### src/hw/rtl/rvli_pkg.sv
// shared types and constants of the ray volume line integral block
// no dependencies; used by rvli_div, rvli_sqrt and the top level
`default_nettype none
package rvli_pkg;

  // default volume extents per axis
  localparam int MAX_X_DEF = 64;
  localparam int MAX_Y_DEF = 64;
  localparam int MAX_Z_DEF = 64;

  // per-ray result store
  localparam int SLICE_DEPTH = 64;
  localparam int SLICE_AW    = 6;

  // configuration register indexes
  localparam logic [2:0] CFG_SIZE_X  = 3'd0;
  localparam logic [2:0] CFG_SIZE_Y  = 3'd1;
  localparam logic [2:0] CFG_SIZE_Z  = 3'd2;
  localparam logic [2:0] CFG_PITCH   = 3'd3;
  localparam logic [2:0] CFG_PLANAR  = 3'd4;
  localparam logic [2:0] CFG_SLICES  = 3'd5;

  // input item kinds
  localparam logic KIND_LOAD = 1'b0;
  localparam logic KIND_RAY  = 1'b1;

  // fixed point constants
  localparam logic [31:0] ONE_Q31 = 32'h8000_0000;
  localparam logic [47:0] SUM_MAX = 48'hFFFF_FFFF_FFFF;

  // datapath widths
  localparam int MUL_W    = 35;
  localparam int DIV_RW   = 34;
  localparam int DIV_NB   = 8;
  localparam int DIV_QW   = 31;
  localparam int SQ_W     = 67;
  localparam int ROOT_W   = 35;

  // iteration counts of the shared units
  localparam logic [4:0] ALPHA_STEPS = 5'd31;
  localparam logic [4:0] INDEX_STEPS = 5'd8;
  localparam logic [5:0] ROOT_STEPS  = 6'd35;

  typedef struct packed {
    logic       start;
    logic [4:0] steps;
  } div_req_t;

  typedef struct packed {
    logic busy;
    logic done;
  } unit_stat_t;

endpackage
`default_nettype wire

### src/hw/rtl/rvli_sqrt.sv
// iterative integer square root, one root bit per cycle
// depends on rvli_pkg
`default_nettype none
module rvli_sqrt (
  input  wire logic                          clk,
  input  wire logic                          rst,
  input  wire logic                          start,
  input  wire logic [rvli_pkg::SQ_W-1:0]     value,
  output rvli_pkg::unit_stat_t               stat,
  output logic      [rvli_pkg::ROOT_W-1:0]   root
);

  localparam int VW = 2 * rvli_pkg::ROOT_W;
  localparam int RW = rvli_pkg::ROOT_W + 2;

  logic [VW-1:0] vreg;
  logic [RW-1:0] rem;
  logic [5:0]    cnt;
  logic          busy;
  logic          done;
  logic [RW-1:0] rem_sh;
  logic [RW-1:0] trial;
  logic          ge;

  // bring down the next bit pair and try the odd subtrahend
  always_comb begin
    rem_sh = {rem[RW-3:0], vreg[VW-1 -: 2]};
    trial  = {root, 2'b01};
    ge     = rem_sh >= trial;
  end

  // step control
  always_ff @(posedge clk) begin
    if (rst) begin
      busy <= 1'b0;
      done <= 1'b0;
      cnt  <= '0;
    end else begin
      done <= 1'b0;
      if (start) begin
        busy <= 1'b1;
        cnt  <= rvli_pkg::ROOT_STEPS;
      end else if (busy) begin
        cnt <= cnt - 6'd1;
        if (cnt == 6'd1) begin
          busy <= 1'b0;
          done <= 1'b1;
        end
      end
    end
  end

  // remainder and root
  always_ff @(posedge clk) begin
    if (start) begin
      vreg <= VW'(value);
      rem  <= '0;
      root <= '0;
    end else if (busy) begin
      vreg <= {vreg[VW-3:0], 2'b00};
      rem  <= ge ? rem_sh - trial : rem_sh;
      root <= {root[rvli_pkg::ROOT_W-2:0], ge};
    end
  end

  assign stat.busy = busy;
  assign stat.done = done;

endmodule
`default_nettype wire

### config.mk
export PLATFORM = sky130hd
export DESIGN_NAME = rvli_sqrt
export DESIGN_NICKNAME = d
export VERILOG_FILES = /design/src/hw/rtl/rvli_pkg.sv /design/src/hw/rtl/rvli_sqrt.sv
export SDC_FILE = /design/constraint.sdc
export NUM_CORES = 1
export LEC_CHECK = 0
export BUFFER_PORTS_ARGS = -buffer_cell sky130_fd_sc_hd__buf_2
export CAP_MARGIN = 15
export CORE_AREA = 2 2 121 123
export DETAILED_ROUTE_END_ITERATION = 7
export DIE_AREA = 0 0 123 125
export HOLD_SLACK_MARGIN = 0.02
export PLACE_DENSITY = 0.79
export SETUP_SLACK_MARGIN = 0.2
export SLEW_MARGIN = 20
export SYNTH_ARGS = -nofsm -noshare
export SYNTH_HDL_FRONTEND = slang
export SYNTH_SLANG_ARGS = --single-unit
### constraint.sdc
create_clock -name clk -period 3.6 [get_ports clk]
set_clock_uncertainty 0.05 [all_clocks]
set_input_delay 0.18 -clock clk [delete_from_list [all_inputs] [get_ports clk]]
set_output_delay 0.18 -clock clk [all_outputs]
set_load 0.005 [all_outputs]
== After elaboration in Yosys (flattened, before gate mapping) ==
Cells that the tools add are included.
Storage, ports and cells
  register bits after elaboration: 148
  bits of input ports: 70
  output and inout port bits: 37
Operators by class
  $add $sub $neg: 2
  magnitude comparators: 1
  equality and inequality tests: 1
  mux-type cells: 9
  bitwise gates (word level): 1
  reduce and logical (&&, ||, !) cells: 3
Operators with widths (count)
  two-way mux 67 bit: 2
  >= comparator 37 bit: 1
  two-way mux 35 bit: 1
  subtractor 35 bit: 1
  two-way mux 6 bit: 2
  equality test 6 x 1 -> 1 bit (second input constant): 1
  subtractor 6 x 1 -> 6 bit (second input constant): 1
  two-way mux 1 bit: 4
  OR reduction 3 bit: 1
  nonzero test 2 bit: 1
  OR reduction 2 bit: 1
  NOT 1 bit: 1

== Depth between registers and ports, before layout ==
  depth in word-level cells: 4
  depth in mapped cells: 13
  mapped depth without buffers: 11

== Worst setup path before layout ==
OpenSTA, ideal clock, no wires.
  path type: reg2reg
  from: register root[8] (netlist bit)
  to: register rem[30]
  setup time: 0.132 ns
  data arrival time: 2.741 ns
  required time: 3.418 ns
  slack: 0.677 ns
  stages on the path, launching flop included: 13
  buffers on the path: 1
  clock period less this slack: 2.923 ns
  cell sequence: dfxtp_1 -> inv_1 -> ha_1 -> and3_1 -> and3_1 -> and2_1 -> a211oi_2 -> o221ai_4 -> a221oi_4 -> buf_2 -> mux2i_1 -> o211a_1 -> nor3_1
On the way
  longest elaborated chain between the ends: 2
  elaborated cells between the ends (all ways): 3
  those cells by class: add/sub: 1; order compare: 1; mux: 1
RTL lines
  from (decl): RTL line rvli_sqrt.sv:10  | output logic [rvli_pkg::ROOT_W-1:0] root
  from (signal assigned): RTL line rvli_sqrt.sv:62  | root <= {root[rvli_pkg::ROOT_W-2:0], ge};
  subtractor 35 bit or >= comparator 37 bit (tied branches): RTL line rvli_sqrt.sv:61, rvli_sqrt.sv:29
  two-way mux 35 bit (*): RTL line rvli_sqrt.sv:61  | rem <= ge ? rem_sh - trial : rem_sh;
  to (signal assigned): RTL line rvli_sqrt.sv:61
  to (decl): RTL line rvli_sqrt.sv:17  | logic [RW-1:0] rem;
Every way passes the cells marked *; elsewhere a longest branch is shown, timed or not.
A chain may end at the register's enable or synchronous reset.

== Final worst setup path ==
  from: register root[31] (netlist bit)
  to: register rem[10]
On the way
  longest elaborated chain between the ends: 2
RTL lines
  >= comparator 37 bit: RTL line rvli_sqrt.sv:29  | ge = rem_sh >= trial;
  two-way mux 35 bit: RTL line rvli_sqrt.sv:61
No other way between the ends.

==> results.ini <==
[power]
p_leak_uw = 0.00415
p_per_area_nw_per_um2 = 582
peakVddDrop_mv = 0.381
finalPower_uw = 5930

[yosys]
synth_area_leader_cell = edfxtp_1
synth_top_area_share = 0.250
synthArstFlopShare = 0
ys.warnings.count = 0
synth_fp_nets = 915
synth_edf_count = 67
yosys.area_share.simple = 0.111
syn-instance-count = 806
ys_ff_latch = 148
synthAdderAreaFrac = 0.0606
synthDistinctLibCells = 54
synth_area_um2 = 8050
syn_avg_cell_area_um2 = 9.99
yosysSeqAreaShare = 0.451
synth-compound-area-share = 0.142
synth_top_family_by_area = multiplexers
ys_top_cells_by_area = edfxtp_1 (25%), dfxtp_1 (20%), mux2_2 (9.1%)
muxShareOfSynthArea = 0.149
synth_ff_type = dfxtp_1
synthXorXnorAreaFrac = 0.0381

[sta]
rsz0062_at_grt = false
worst_pin_slew_ps = 863
period_share = 0.909
setup_tns_ps = 0
hold_viol = 0
finalSetupViolations = 0
period_minus_slack_ps = 3270
max_freq_ghz = 0.306
slew_viol_final = 0
slew_headroom = 0.425

[worst_setup_path]
r2r_end = rem[10]
worst-setup-path-type = reg -> reg
cp.depth = 11
critPathRequiredTime_ps = 3890
cp_slowest_cell = or4_1
reg2regPathDepth = 11
path_cells = inv_1 > ha_2 > and4_4 > nand4_1 > or4_1 > o21ai_2 > a221oi_4 > buf_4 > clkbuf_16 > or4_1 > a311oi_2
endpoint_kind = register
rrSetupSlack_ps = 330
cp_top_family = simple AND/OR/NAND/NOR gates
crit_top_cell = or4_1
cp_num_buf_inv = 3
reg2reg_from = root[31]
crit_arrival_ps = 3570
critPathLaunchType = register
crit_fanout = 22
max_stage_delay_ps = 540

[run_status]
status = completed

[clock_tree]
clock_path_buffers = 2
htree_levels = 4
cts_root_buf = clkbuf_16
cts_tree = done
clk_pin_slew_worst_paths_ps = 70
numCtsBuffers = 17
clk_latency_ps = 430
cts_sinks = 148

[die]
core-area_um2 = 14200
rows = 44
die_area_um2 = 15400
die_w_um = 123
dieHeight_um = 125
ioPinCount = 107
initial_core_util = 0.567

[worst_hold_path]
hp-start = start
hold_path_end = root[6]
min_path_cells = 2
hp-class = in -> reg

[place]
place_area_um2 = 8710
port_buffers = 106
gp_congestion = 0.876
hpwl_um = 10900

[detailed_routing]
drc = 0
wirelength_um = 19400
wl_per_cell_um = 16.7
ant_nets = 0
routed_via_density = 5.62
firstDrtPassIters = 5
drt_iter0_markers = 501
vias = 6533

[layout]
ff_latch_area_um2 = 3640
area.growth.synth_to_final_pct = 26.5
fillers = 990
multi_input_area_um2 = 4220
antenna_cells = 0
fin_nets = 1074
drive_gt1_frac = 0.258
fin_area_um2 = 10200

[flow_run]
drv_cap = 0

[global_routing]
first_global_vias = 6347
grt_max_degree = 101
grt_usage = 0.251
gr-total-overflow = 0
antenna_found_initial = 0
grt_pass1_wl_um = 30600

## registers in the layout (all words and copies together) (netlist names)
signal,flops
root,35
rem,35
busy,1
vreg,70
done,1
cnt,6
## repair_timing
item	CTS	global route
buffers inserted	0	4
hold buffers	67	1
resized for setup	0	40
setup endpoints to repair	0	32
hold endpoints to repair	74	1
## cell type report
type                            count  area share
Clock buffer                       17      0.0418
Multi-Input combinational cell    562       0.415
Clock inverter                     15      0.0119
Timing Repair Buffer              187       0.133
Inverter                           49      0.0181
Sequential cell                   148       0.358
Tap cell                          184      0.0226
## power by group
| group | internal [uW] | switching (uW) |
|---|---|---|
| sequential | 1940 | 104 |
| combinational | 1030 | 1180 |
| clock | 899 | 776 |
## per-stage QoR
stage                util  cells  setup slack (ps)  hold WS (ps)
floorplan               -    806               677           334
global placement    0.613   1057               369           408
detailed placement  0.613   1057               315           403
CTS                 0.699   1156               284          25.0
global route        0.717   1162               170           214
finish              0.717   1162               327           197
## logic make-up after synthesis
kind of cell | Yosys count
AOI/OAI and AO/OA | 173
adders and majority gates | 39
muxes | 112
xor gates and xnor gates | 35
and+or+nand+nor | 203
buffers and inverters | 96
DFF | 148
## synth_stat cells, types with 5 or more instances
cell      instances
nor2_1          117
dfxtp_1          81
edfxtp_1         67
mux2_2           65
a21oi_1          63
inv_1            49
mux2i_1          47
ha_1             39
a211oi_1         32
clkbuf_1         31
nand2_1          29
o21ai_0          18
xor2_1           18
xnor2_1          17
a21o_1           13
nand4_1          10
nor3_1           10
nand3_1           8
and3_1            6
buf_1             6
buf_2             6
nand2b_1          6
o21a_1            6
o31ai_1           6
a31oi_1           5
o21bai_1          5
## metal layers
layer,GRT usage,vias up,part of all wire
met5,0,-,0
met4,0.110,0,0.024
met3,0.0420,37,0.038
met2,0.424,177,0.51
met1,0.315,3110,0.43
li1,-,3209,-
## cell usage in the layout (no fill, tap or decap), drive strengths merged, types with 3 or more instances in the layout
| master | n |
|---|---|
| buf | 118 |
| nor2 | 117 |
| dfxtp | 81 |
| dlygate4sd3 | 68 |
| edfxtp | 67 |
| mux2 | 65 |
| a21oi | 63 |
| inv | 56 |
| mux2i | 47 |
| ha | 39 |
| a211oi | 33 |
| nand2 | 29 |
| o21ai | 20 |
| xor2 | 18 |
| clkbuf | 18 |
| xnor2 | 17 |
| a21o | 13 |
| nor3 | 10 |
| nand4 | 10 |
| nand3 | 8 |
| o31ai | 6 |
| nand2b | 6 |
| o21a | 6 |
| and3 | 6 |
| clkinv | 6 |
| o21bai | 5 |
| a31oi | 5 |
| o211ai | 4 |
| and2 | 4 |
| o22ai | 4 |
| nor4 | 3 |
| or4 | 3 |
## worst max-delay path by stage
stage	from	endpoint	slack [ps]
after floorplan	root[8]	rem[30]	680
after global placement	root[18]	rem[10]	370
after detailed placement	root[11]	rem[10]	320
after CTS	root[11]	rem[10]	280
after global routing	root[31]	rem[10]	170
final	root[31]	rem[10]	330
(Power assumes the default switching activity.)
