===== src/hw/rtl/rvli_pkg.sv =====
// shared types and constants of the ray volume line integral block
// no dependencies; used by rvli_div, rvli_sqrt and the top level
`default_nettype none
package rvli_pkg;

  // default volume extents per axis
  localparam int MAX_X_DEF = 64;
  localparam int MAX_Y_DEF = 64;
  localparam int MAX_Z_DEF = 64;

  // per-ray result store
  localparam int SLICE_DEPTH = 64;
  localparam int SLICE_AW    = 6;

  // configuration register indexes
  localparam logic [2:0] CFG_SIZE_X  = 3'd0;
  localparam logic [2:0] CFG_SIZE_Y  = 3'd1;
  localparam logic [2:0] CFG_SIZE_Z  = 3'd2;
  localparam logic [2:0] CFG_PITCH   = 3'd3;
  localparam logic [2:0] CFG_PLANAR  = 3'd4;
  localparam logic [2:0] CFG_SLICES  = 3'd5;

  // input item kinds
  localparam logic KIND_LOAD = 1'b0;
  localparam logic KIND_RAY  = 1'b1;

  // fixed point constants
  localparam logic [31:0] ONE_Q31 = 32'h8000_0000;
  localparam logic [47:0] SUM_MAX = 48'hFFFF_FFFF_FFFF;

  // datapath widths
  localparam int MUL_W    = 35;
  localparam int DIV_RW   = 34;
  localparam int DIV_NB   = 8;
  localparam int DIV_QW   = 31;
  localparam int SQ_W     = 67;
  localparam int ROOT_W   = 35;

  // iteration counts of the shared units
  localparam logic [4:0] ALPHA_STEPS = 5'd31;
  localparam logic [4:0] INDEX_STEPS = 5'd8;
  localparam logic [5:0] ROOT_STEPS  = 6'd35;

  typedef struct packed {
    logic       start;
    logic [4:0] steps;
  } div_req_t;

  typedef struct packed {
    logic busy;
    logic done;
  } unit_stat_t;

endpackage
`default_nettype wire


===== src/hw/rtl/rvli_div.sv =====
// iterative restoring divider, one quotient bit per cycle
// depends on rvli_pkg
`default_nettype none
module rvli_div (
  input  wire logic                            clk,
  input  wire logic                            rst,
  input  wire rvli_pkg::div_req_t              req,
  input  wire logic [rvli_pkg::DIV_RW-1:0]     num_hi,
  input  wire logic [rvli_pkg::DIV_NB-1:0]     num_lo,
  input  wire logic [rvli_pkg::DIV_RW-1:0]     den,
  output rvli_pkg::unit_stat_t                 stat,
  output logic      [rvli_pkg::DIV_QW-1:0]     quot
);

  logic [rvli_pkg::DIV_RW-1:0] rem;
  logic [rvli_pkg::DIV_NB-1:0] lo_bits;
  logic [rvli_pkg::DIV_RW-1:0] den_r;
  logic [4:0]                  cnt;
  logic                        busy;
  logic                        done;
  logic [rvli_pkg::DIV_RW:0]   trial;
  logic                        ge;
  logic [rvli_pkg::DIV_RW-1:0] rem_next;

  // shift in the next numerator bit and try a subtract
  always_comb begin
    trial    = {rem, lo_bits[rvli_pkg::DIV_NB-1]};
    ge       = trial >= {1'b0, den_r};
    rem_next = ge ? rvli_pkg::DIV_RW'(trial - {1'b0, den_r})
                  : trial[rvli_pkg::DIV_RW-1:0];
  end

  // step control
  always_ff @(posedge clk) begin
    if (rst) begin
      busy <= 1'b0;
      done <= 1'b0;
      cnt  <= '0;
    end else begin
      done <= 1'b0;
      if (req.start) begin
        busy <= 1'b1;
        cnt  <= req.steps;
      end else if (busy) begin
        cnt <= cnt - 5'd1;
        if (cnt == 5'd1) begin
          busy <= 1'b0;
          done <= 1'b1;
        end
      end
    end
  end

  // remainder and quotient
  always_ff @(posedge clk) begin
    if (req.start) begin
      rem     <= num_hi;
      lo_bits <= num_lo;
      den_r   <= den;
      quot    <= '0;
    end else if (busy) begin
      rem     <= rem_next;
      lo_bits <= {lo_bits[rvli_pkg::DIV_NB-2:0], 1'b0};
      quot    <= {quot[rvli_pkg::DIV_QW-2:0], ge};
    end
  end

  assign stat.busy = busy;
  assign stat.done = done;

endmodule
`default_nettype wire


===== config.mk =====
export PLATFORM = sky130hd
export DESIGN_NAME = rvli_div
export DESIGN_NICKNAME = d
export VERILOG_FILES = /design/src/hw/rtl/rvli_pkg.sv /design/src/hw/rtl/rvli_div.sv
export SDC_FILE = /design/constraint.sdc
export NUM_CORES = 1
export LEC_CHECK = 0
export ABC_AREA = 1
export BUFFER_PORTS_ARGS = -buffer_cell sky130_fd_sc_hd__buf_2
export CAP_MARGIN = 20
export CELL_PAD_IN_SITES_DETAIL_PLACEMENT = 0
export CELL_PAD_IN_SITES_GLOBAL_PLACEMENT = 2
export CORE_ASPECT_RATIO = 1.5
export CORE_UTILIZATION = 35
export DETAILED_ROUTE_END_ITERATION = 7
export PLACE_DENSITY_LB_ADDON = 0.1
export SYNTH_ARGS = -nofsm -noshare
export SYNTH_HDL_FRONTEND = slang
export SYNTH_SLANG_ARGS = --single-unit

===== constraint.sdc =====
create_clock -name clk -period 5.45 [get_ports clk]
set_clock_uncertainty 0.2 [all_clocks]
set_input_delay 1.09 -clock clk [delete_from_list [all_inputs] [get_ports clk]]
set_output_delay 1.09 -clock clk [all_outputs]
set_load 0.01 [all_outputs]

# ---- After elaboration in Yosys (flattened, before gate mapping)
# Cells that the tools add are included.
dict set report word_totals {
  ff_bits 114
  input_bits 84
  out_inout_bits 33
  elab_cells 25
}
dict set report op_classes {
  n_addsub 2
  magnitude_cmp 1
  eq_ne 1
  muxes 11
  bitwise_logic 1
  n_reduce_logical 2
}
# cell count
set op_table {}
lappend op_table {{two-way mux 34 bit} 3}
lappend op_table {{greater-or-equal comparator 35 x 34 -> 1 bit} 1}
lappend op_table {{subtractor 34 bit} 1}
lappend op_table {{two-way mux 8 bit} 2}
lappend op_table {{two-way mux 5 bit} 2}
lappend op_table {{equality test 5 x 1 -> 1 bit (second input constant)} 1}
lappend op_table {{subtractor 5 x 1 -> 5 bit (second input constant)} 1}
lappend op_table {{two-way mux 1 bit} 4}
lappend op_table {{OR reduction 3 bit} 1}
lappend op_table {{nonzero test 2 bit} 1}
lappend op_table {{inverter 1 bit} 1}

# ---- Logic depth before layout (Yosys ltp)
# Gate-level depths: netlist of run 1.
dict set report logic_depth {
  ltp_word 4
  depth_mapped 17
  depth_no_buf 17
}

# ---- Worst setup path before layout of run 1
# No wires, ideal clock.
dict set report synth_path {
  path_type {input port to flip-flop}
  start {input req[5] in the netlist's numbering}
  end {register lo_bits[0] in the netlist's numbering (enable)}
  setup_ns 0.423
  arrival_ns 2.612
  t_required_ns 4.827
  slack_ns 2.215
  stages 3
  path_buffers 1
  cell_sequence {nor2_1 clkinv_1 clkbuf_1}
}
dict set report synth_via {
  elab_chain_cells 1
}
# element line
set synth_lines {}
lappend synth_lines {{start: declaration} rvli_div.sv:7} ;# input wire rvli_pkg::div_req_t req,
lappend synth_lines {{nonzero test 2 bit (no line)} -}
lappend synth_lines {{end signal: assignment} rvli_div.sv:58} ;# lo_bits <= num_lo;
lappend synth_lines {{end signal: assignment} rvli_div.sv:63} ;# lo_bits <= {lo_bits[rvli_pkg::DIV_NB-2:0], 1'b0};
lappend synth_lines {{end: declaration} rvli_div.sv:16} ;# logic [rvli_pkg::DIV_NB-1:0] lo_bits;
# Every way passes these cells.
# A chain may end at the register's enable or synchronous reset.

# ---- Worst setup path after layout of run 1
dict set report layout_path {
  start {register rem[27] in the netlist's numbering}
  end {register rem[28] in the netlist's numbering (data pin)}
}
dict set report layout_via {
  elab_chain_cells 4
  elab_cells_between_ends 5
  cone_classes {add/sub: 1; order compare: 1; mux: 3}
}
# element line
set layout_lines {}
lappend layout_lines {{start: declaration} rvli_div.sv:15} ;# logic [rvli_pkg::DIV_RW-1:0] rem;
lappend layout_lines {{start signal: assignment} rvli_div.sv:57} ;# rem <= num_hi;
lappend layout_lines {{start signal: assignment} rvli_div.sv:62} ;# rem <= rem_next;
lappend layout_lines {{subtractor 34 bit / greater-or-equal comparator 35 x 34 -> 1 bit (equally long branches)} {rvli_div.sv:29, rvli_div.sv:28}}
lappend layout_lines {{two-way mux 34 bit *} rvli_div.sv:29} ;# rem_next = ge ? rvli_pkg::DIV_RW'(trial - {1'b0, den_r})
lappend layout_lines {{two-way mux 34 bit *} rvli_div.sv:61} ;# end else if (busy) begin
lappend layout_lines {{two-way mux 34 bit *} rvli_div.sv:56} ;# if (req.start) begin
# Mark *: on every way between the ends. The rest lies on a longest branch, timed or not. The select of a mux whose other input is x is not followed.

==> flow_metrics.py, run 1 <==
metrics = {
    "drt": {
        "drc": 0,
        "drt-initial-drc-count": 289,
        "ant_nets": 0,
        "wl_per_cell_um": 14.5,
        "dr.pass1.iters": 5,
        "wl_um": 20200,
        "post_drt_via_cell_ratio": 4.61,
        "vias": 6430,
    },
    "power": {
        "p_leak_nw": 4.51,
        "ir_drop_v": 0.000267,
        "power.density_nw_per_um2": 382,
        "power_w": 0.00332,
    },
    "finish": {
        "syn_to_final_growth_pct": 18.5,
        "multi_input_area_um2": 3420,
        "layout-drive-gt1-share": 0.145,
        "layout.nets": 1242,
        "area.sequential_um2": 3040,
        "fin_area_um2": 8690,
        "final_common_cell": "nand2_1",
        "layout_common_cells": "nand2_1 (375), inv_1 (187), buf_2 (115), edfxtp_1 (76), nand3_1 (58)",
        "n_fill_cell": 2286,
        "antenna_cells": 0,
        "instances_no_fill": 1396,
    },
    "placement": {
        "place.gp.congestion": 0.864,
        "place_area_um2": 8150,
        "hpwl_um": 15200,
        "dp.cells": 1366,
        "port_buffers": 116,
    },
    "sta": {
        "tns_ps": 0,
        "drv_slew": 0,
        "period_share": 0.610,
        "tightest_slew_ps": 966,
        "rsz0062_at_grt": "no",
        "hold_viol": 0,
        "maxSlewHeadroom": 0.356,
        "clock.fmax_mhz": 301,
        "post-route-min-period_ps": 3320,
        "finalSetupViolCount": 0,
    },
    "global_route": {
        "grt_pass1_wl_um": 32300,
        "grt_pass1_vias": 6363,
        "grt_max_degree": 86,
        "grt_use_total": 0.198,
        "grt-ovfl-total": 0,
        "antenna_found_initial": 0,
    },
    "worst_setup_path": {
        "worstSetupPathType": "reg2reg",
        "crit_arrival_ps": 3410,
        "critPathRequiredTime_ps": 5540,
        "rr_worst_depth": 11,
        "endpoint_kind": "register",
        "crit_slowest_cell": "buf_4",
        "path_max_fanout": 35,
        "critPathMaxStageDelay_ps": 430,
        "setup.worst_path.start_class": "register",
        "crit_chain": "ha_1 -> a21oi_1 -> nor2_1 -> o21ai_1 -> nand3_1 -> a21oi_4 -> buf_4 -> nand2_4 -> nand2_1 -> nand3_1 -> nand2_1",
    },
    "clock_network": {
        "clkSinkCount": 114,
        "cts.path.max_buffers": 2,
        "root_buffer": "clkbuf_16",
        "numCtsBuffers": 17,
        "h-tree-depth": 4,
        "cts_resized": 0,
        "postCtsHoldBufs": 0,
        "clock_latency_ps": 420,
        "path_clk_slew_ps": 60,
        "cts_tree": "built",
        "post_cts_buffers": 0,
    },
    "synth": {
        "syn_inst": 1007,
        "synth_edf_count": 76,
        "syn_area_um2": 7330,
        "yosys_warnings": 0,
        "synth_top_flop_cell": "edfxtp_1",
        "async_flop_share": 0,
        "ys_seq_elements": 114,
        "yosysUniqueCellTypes": 42,
        "synth_nets": 1128,
        "yosysSeqAreaShare": 0.415,
        "syn_area_per_cell_um2": 7.28,
    },
    "die": {
        "start_util": 0.358,
        "die_h_um": 179,
        "die_area_um2": 21500,
        "die_w_um": 120,
        "pin_count": 117,
        "coreArea_um2": 20500,
        "fp-row-count": 64,
    },
    "min_path": {
        "min_path_type": "reg2reg",
        "min_path_cells": 2,
    },
    "flow_run": {
        "drv_cap": 0,
    },
    "outcome": {
        "status": "finished clean",
    },
}
-- routing by layer --
metal | vias up | part of all wire | global-route usage
met3 | 18 | 0.027 | 0.0382
met4 | 0 | 0.015 | 0.0688
met5 | - | 0 | 0
met2 | 90 | 0.55 | 0.382
li1 | 3397 | - | -
met1 | 2925 | 0.41 | 0.209
-- registers in the layout, summed over array words and instances, names as in the netlist --
name / count
rem: 34
quot: 31
den_r: 34
busy: 1
cnt: 5
lo_bits: 8
done: 1
-- logic make-up (layout without fill, tap and decap cells) --
| logic type | count (synthesis) | count (layout) | synth area share |
|---|---|---|---|
| AOI/OAI and AO/OA | 74 | 74 | 0.0616 |
| buffers and inverters | 221 | 346 | 0.118 |
| DFF | 114 | 114 | 0.415 |
| xor gates and xnor gates | 20 | 20 | 0.0239 |
| adders and majority gates | 37 | 37 | 0.0642 |
| and+or+nand+nor | 541 | 541 | 0.317 |
-- stage by stage --
stage	utilization	setup WS (ps)	hold WS [ps]
final	0.424	2130	266
after global routing	0.424	1850	295
after CTS	0.424	2080	271
after detailed placement	0.398	1860	250
after global placement	0.398	1930	253
after floorplan	-	2220	277
-- final timing paths --
| check | from | endpoint | slack, ps |
|---|---|---|---|
| worst min register to register | quot[30] | quot[30] | 270 |
| worst min-delay path | quot[30] | quot[30] | 270 |
| worst max register to register | rem[27] | rem[28] | 2130 |
| worst max-delay path | rem[27] | rem[28] | 2130 |
-- worst max-delay path: cells and delay by family, from the launching register on --
kind                       cells  cell delay, ps
and+or+nand+nor                6             900
buffers and inverters          1             430
AOI/OAI and AO/OA              3             850
adders and majority gates      1             370
DFF                            1             390
-- power by group --
part | leakage (nW) | total (W) | internal, W | switching, W
combinational | 3.17 | 0.00121 | 0.000430 | 0.000780
sequential | 1.07 | 0.00108 | 0.00104 | 0.0000398
clock | 0.272 | 0.00103 | 0.000649 | 0.000382
total | 4.51 | 0.00332 | 0.00212 | 0.00120
-- cells in the mapped netlist, types with 9 or more instances --
cell | number | area share
a21oi_1 | 21 | 0.014
clkbuf_1 | 15 | 0.0077
dfxtp_1 | 38 | 0.10
edfxtp_1 | 76 | 0.31
ha_1 | 36 | 0.061
inv_1 | 187 | 0.096
nand2_1 | 375 | 0.19
nand3_1 | 58 | 0.040
nand3b_1 | 41 | 0.042
nor2_1 | 48 | 0.025
o21ai_0 | 9 | 0.0061
o22ai_1 | 29 | 0.025
xnor2_1 | 17 | 0.020
-- cell type report --
type                       instances  area share
tap                              264      0.0380
clock buffer                      26      0.0599
timing repair buffer             121      0.0714
sequential                       114       0.350
inverter                         195      0.0842
clock inverter                     4     0.00259
multi-input combinational        672       0.394
No activity file was read; power rests on OpenSTA's default activity.
==> run 2, diff against run 1 <==
--- a/config.mk
+++ b/config.mk
@@ -11,7 +11,7 @@
 export CELL_PAD_IN_SITES_DETAIL_PLACEMENT = 0
 export CELL_PAD_IN_SITES_GLOBAL_PLACEMENT = 2
 export CORE_ASPECT_RATIO = 1.5
-export CORE_UTILIZATION = 35
+export CORE_UTILIZATION = 32
 export DETAILED_ROUTE_END_ITERATION = 7
 export PLACE_DENSITY_LB_ADDON = 0.1
 export SYNTH_ARGS = -nofsm -noshare
==> constraint.sdc (replaced) <==
create_clock -name clk -period 3.25 [get_ports clk]
set_clock_uncertainty 0.2 [all_clocks]
set_input_delay 0.65 -clock clk [delete_from_list [all_inputs] [get_ports clk]]
set_output_delay 0.65 -clock clk [all_outputs]
set_load 0.01 [all_outputs]
==> run 2 against run 1 <==
  * The run now ends with design-rule violations left
  * Total power grew 72%
  * Flip-flop and latch count is the same
  * Wire length grew 5.6%
  * Clock power grew 78%
  * Critical path type unchanged
  * Sequential power grew 69%
  * Critical path depth is the same
  * Via count grew 0.93%
  * First-iteration DRC count shrank 3.1%
  * Setup slack lost 1700 ps
==> flow_metrics.py, run 2 (synthesis results as in run 1) <==
metrics = {
    "global_route": {
        "antenna_found_initial": 0,
        "grt_pass1_vias": 6976,
        "grt_max_degree": 45,
        "use_met2": 0.377,
        "grt_use_met1": 0.199,
        "grt_use_total": 0.193,
        "met3_usage": 0.0358,
        "grt-ovfl-total": 0,
        "grt_pass1_wl_um": 34900,
        "top_usage_layer": "met2",
    },
    "drt": {
        "post_drt_via_cell_ratio": 4.58,
        "dr.pass1.iters": 6,
        "wl_um": 21300,
        "wl_per_cell_um": 15.0,
        "drt-initial-drc-count": 280,
        "ant_nets": 0,
        "drc": 6,
        "vias": 6490,
    },
    "worst_setup_path": {
        "critPathRequiredTime_ps": 3220,
        "r2r-start": "rem[11]",
        "endpoint_kind": "register",
        "critPathMaxStageDelay_ps": 390,
        "worstSetupPathType": "reg2reg",
        "critPathTopFamily": "simple AND/OR/NAND/NOR gates",
        "setup.worst_path.start_class": "register",
        "cpMostUsedCell": "nand2_1",
        "path_max_fanout": 34,
        "crit_buf_inv": 1,
        "crit_slowest_cell": "edfxtp_1",
        "crit_chain": "ha_1 -> nand2_1 -> nor2_1 -> nand3_1 -> nor3_2 -> a21oi_4 -> nand2_4 -> buf_12 -> nand2_1 -> nand3_1 -> nand2_1",
        "startpoint": "rem[11]",
        "crit_arrival_ps": 2750,
    },
    "power": {
        "switchingPower_w": 0.00213,
        "ir_drop_v": 0.000379,
        "intPower_w": 0.00360,
        "pwr-share-seq": 0.317,
        "power_w": 0.00573,
        "power.density_nw_per_um2": 650,
        "p_leak_nw": 4.58,
        "p_sw_frac": 0.372,
        "clkPwrFrac": 0.319,
        "combPwrFrac": 0.364,
    },
    "sta": {
        "finalSetupViolCount": 0,
        "hold_viol": 0,
        "tns_ps": 0,
        "post-route-min-period_ps": 2780,
        "drv_slew": 0,
        "rsz0062_at_grt": "no",
        "maxSlewHeadroom": 0.528,
        "clock.fmax_mhz": 360,
        "tightest_slew_ps": 707,
        "period_share": 0.855,
    },
    "clock_network": {
        "h-tree-depth": 4,
        "cts_tree": "built",
        "cts_resized": 0,
        "clkSinkCount": 114,
        "root_buffer": "clkbuf_16",
        "path_clk_slew_ps": 60,
        "postCtsHoldBufs": 0,
        "cts.path.max_buffers": 2,
        "clock_latency_ps": 420,
        "numCtsBuffers": 17,
        "post_cts_buffers": 0,
    },
    "min_path": {
        "hold_start": "den[9]",
        "min_path_type": "in2reg",
    },
    "finish": {
        "final_common_cell": "nand2_1",
        "syn_to_final_growth_pct": 20.2,
        "layout-drive-gt1-share": 0.155,
        "n_fill_cell": 2510,
        "antenna_cells": 0,
        "layout.nets": 1250,
        "layout_common_cells": "nand2_1 (375), inv_1 (187), buf_2 (115), edfxtp_1 (76), nand3_1 (58)",
        "largest_registers": "den_r: 34 flops, rem: 34 flops, quot: 31 flops",
    },
    "die": {
        "die_h_um": 187,
        "start_util": 0.328,
        "pin_count": 117,
        "coreArea_um2": 22400,
        "die_w_um": 126,
        "die_area_um2": 23500,
        "fp-row-count": 67,
    },
    "flow_run": {
        "drv_cap": 0,
    },
    "placement": {
        "hpwl_um": 16700,
        "place.gp.congestion": 0.839,
        "port_buffers": 116,
    },
    "outcome": {
        "status": "finished, violations left",
        "violations": "design-rule violations",
    },
}
## run 2: changes by cell type in the layout (fill, tap and decap cells not counted), sizes merged
cell    previous run  this run
inv              196       199
buf              121       129
clkbuf            26        21
clkinv             3         7
## run 2: area by class of cell
class                           count  area [um2]  area share
Multi-Input combinational cell    672        3420       0.388
Clock buffer                       21         493      0.0559
Sequential cell                   114        3040       0.345
Clock inverter                     11        87.6     0.00993
Timing Repair Buffer              129         693      0.0786
Inverter                          195         732      0.0830
Tap cell                          276         345      0.0392
## run 2: metal layers
layer,vias up,share of wire
met1,2961,0.40
li1,3418,-
met5,-,0
met3,12,0.024
met2,99,0.55
met4,0,0.019
## run 2: stage by stage
stage | area (um2) | setup slack [ps] | instances | util | hold WS [ps]
after floorplan | 7330 | 455 | 1007 | - | 277
after global placement | 8240 | 410 | 1386 | 0.368 | 239
after detailed placement | 8240 | 410 | 1386 | 0.368 | 252
after CTS | 8820 | 396 | 1418 | 0.394 | 181
after global routing | 8820 | 191 | 1418 | 0.394 | 181
final | 8820 | 473 | 1418 | 0.394 | 201
## run 2: power groups by stage
stage / clock network [W] / logic, W / registers (W)
after floorplan: 0 / 0.00152 / 0.00182
after global placement: 0 / 0.00213 / 0.00185
after detailed placement: 0 / 0.00212 / 0.00185
after CTS: 0.00188 / 0.00214 / 0.00182
after global routing: 0.00194 / 0.00240 / 0.00184
final: 0.00183 / 0.00208 / 0.00182
## run 2: worst register-to-register path, stage by stage (launching register included)
cell,delay [ps]
edfxtp_1,390
ha_1,380
nand2_1,120
nor2_1,270
nand3_1,190
nor3_2,250
a21oi_4,170
nand2_4,120
buf_12,200
nand2_1,110
nand3_1,70
nand2_1,60
## run 2: path summary, 6_finish.rpt
| check | endpoint | slack [ps] | cells past startpoint |
|---|---|---|---|
| setup / recovery | rem[14] | 470 | 11 |
| hold / removal | den_r[9] | 200 | 1 |
| setup reg to reg | rem[14] | 470 | 11 |
| hold reg to reg | quot[30] | 260 | 2 |
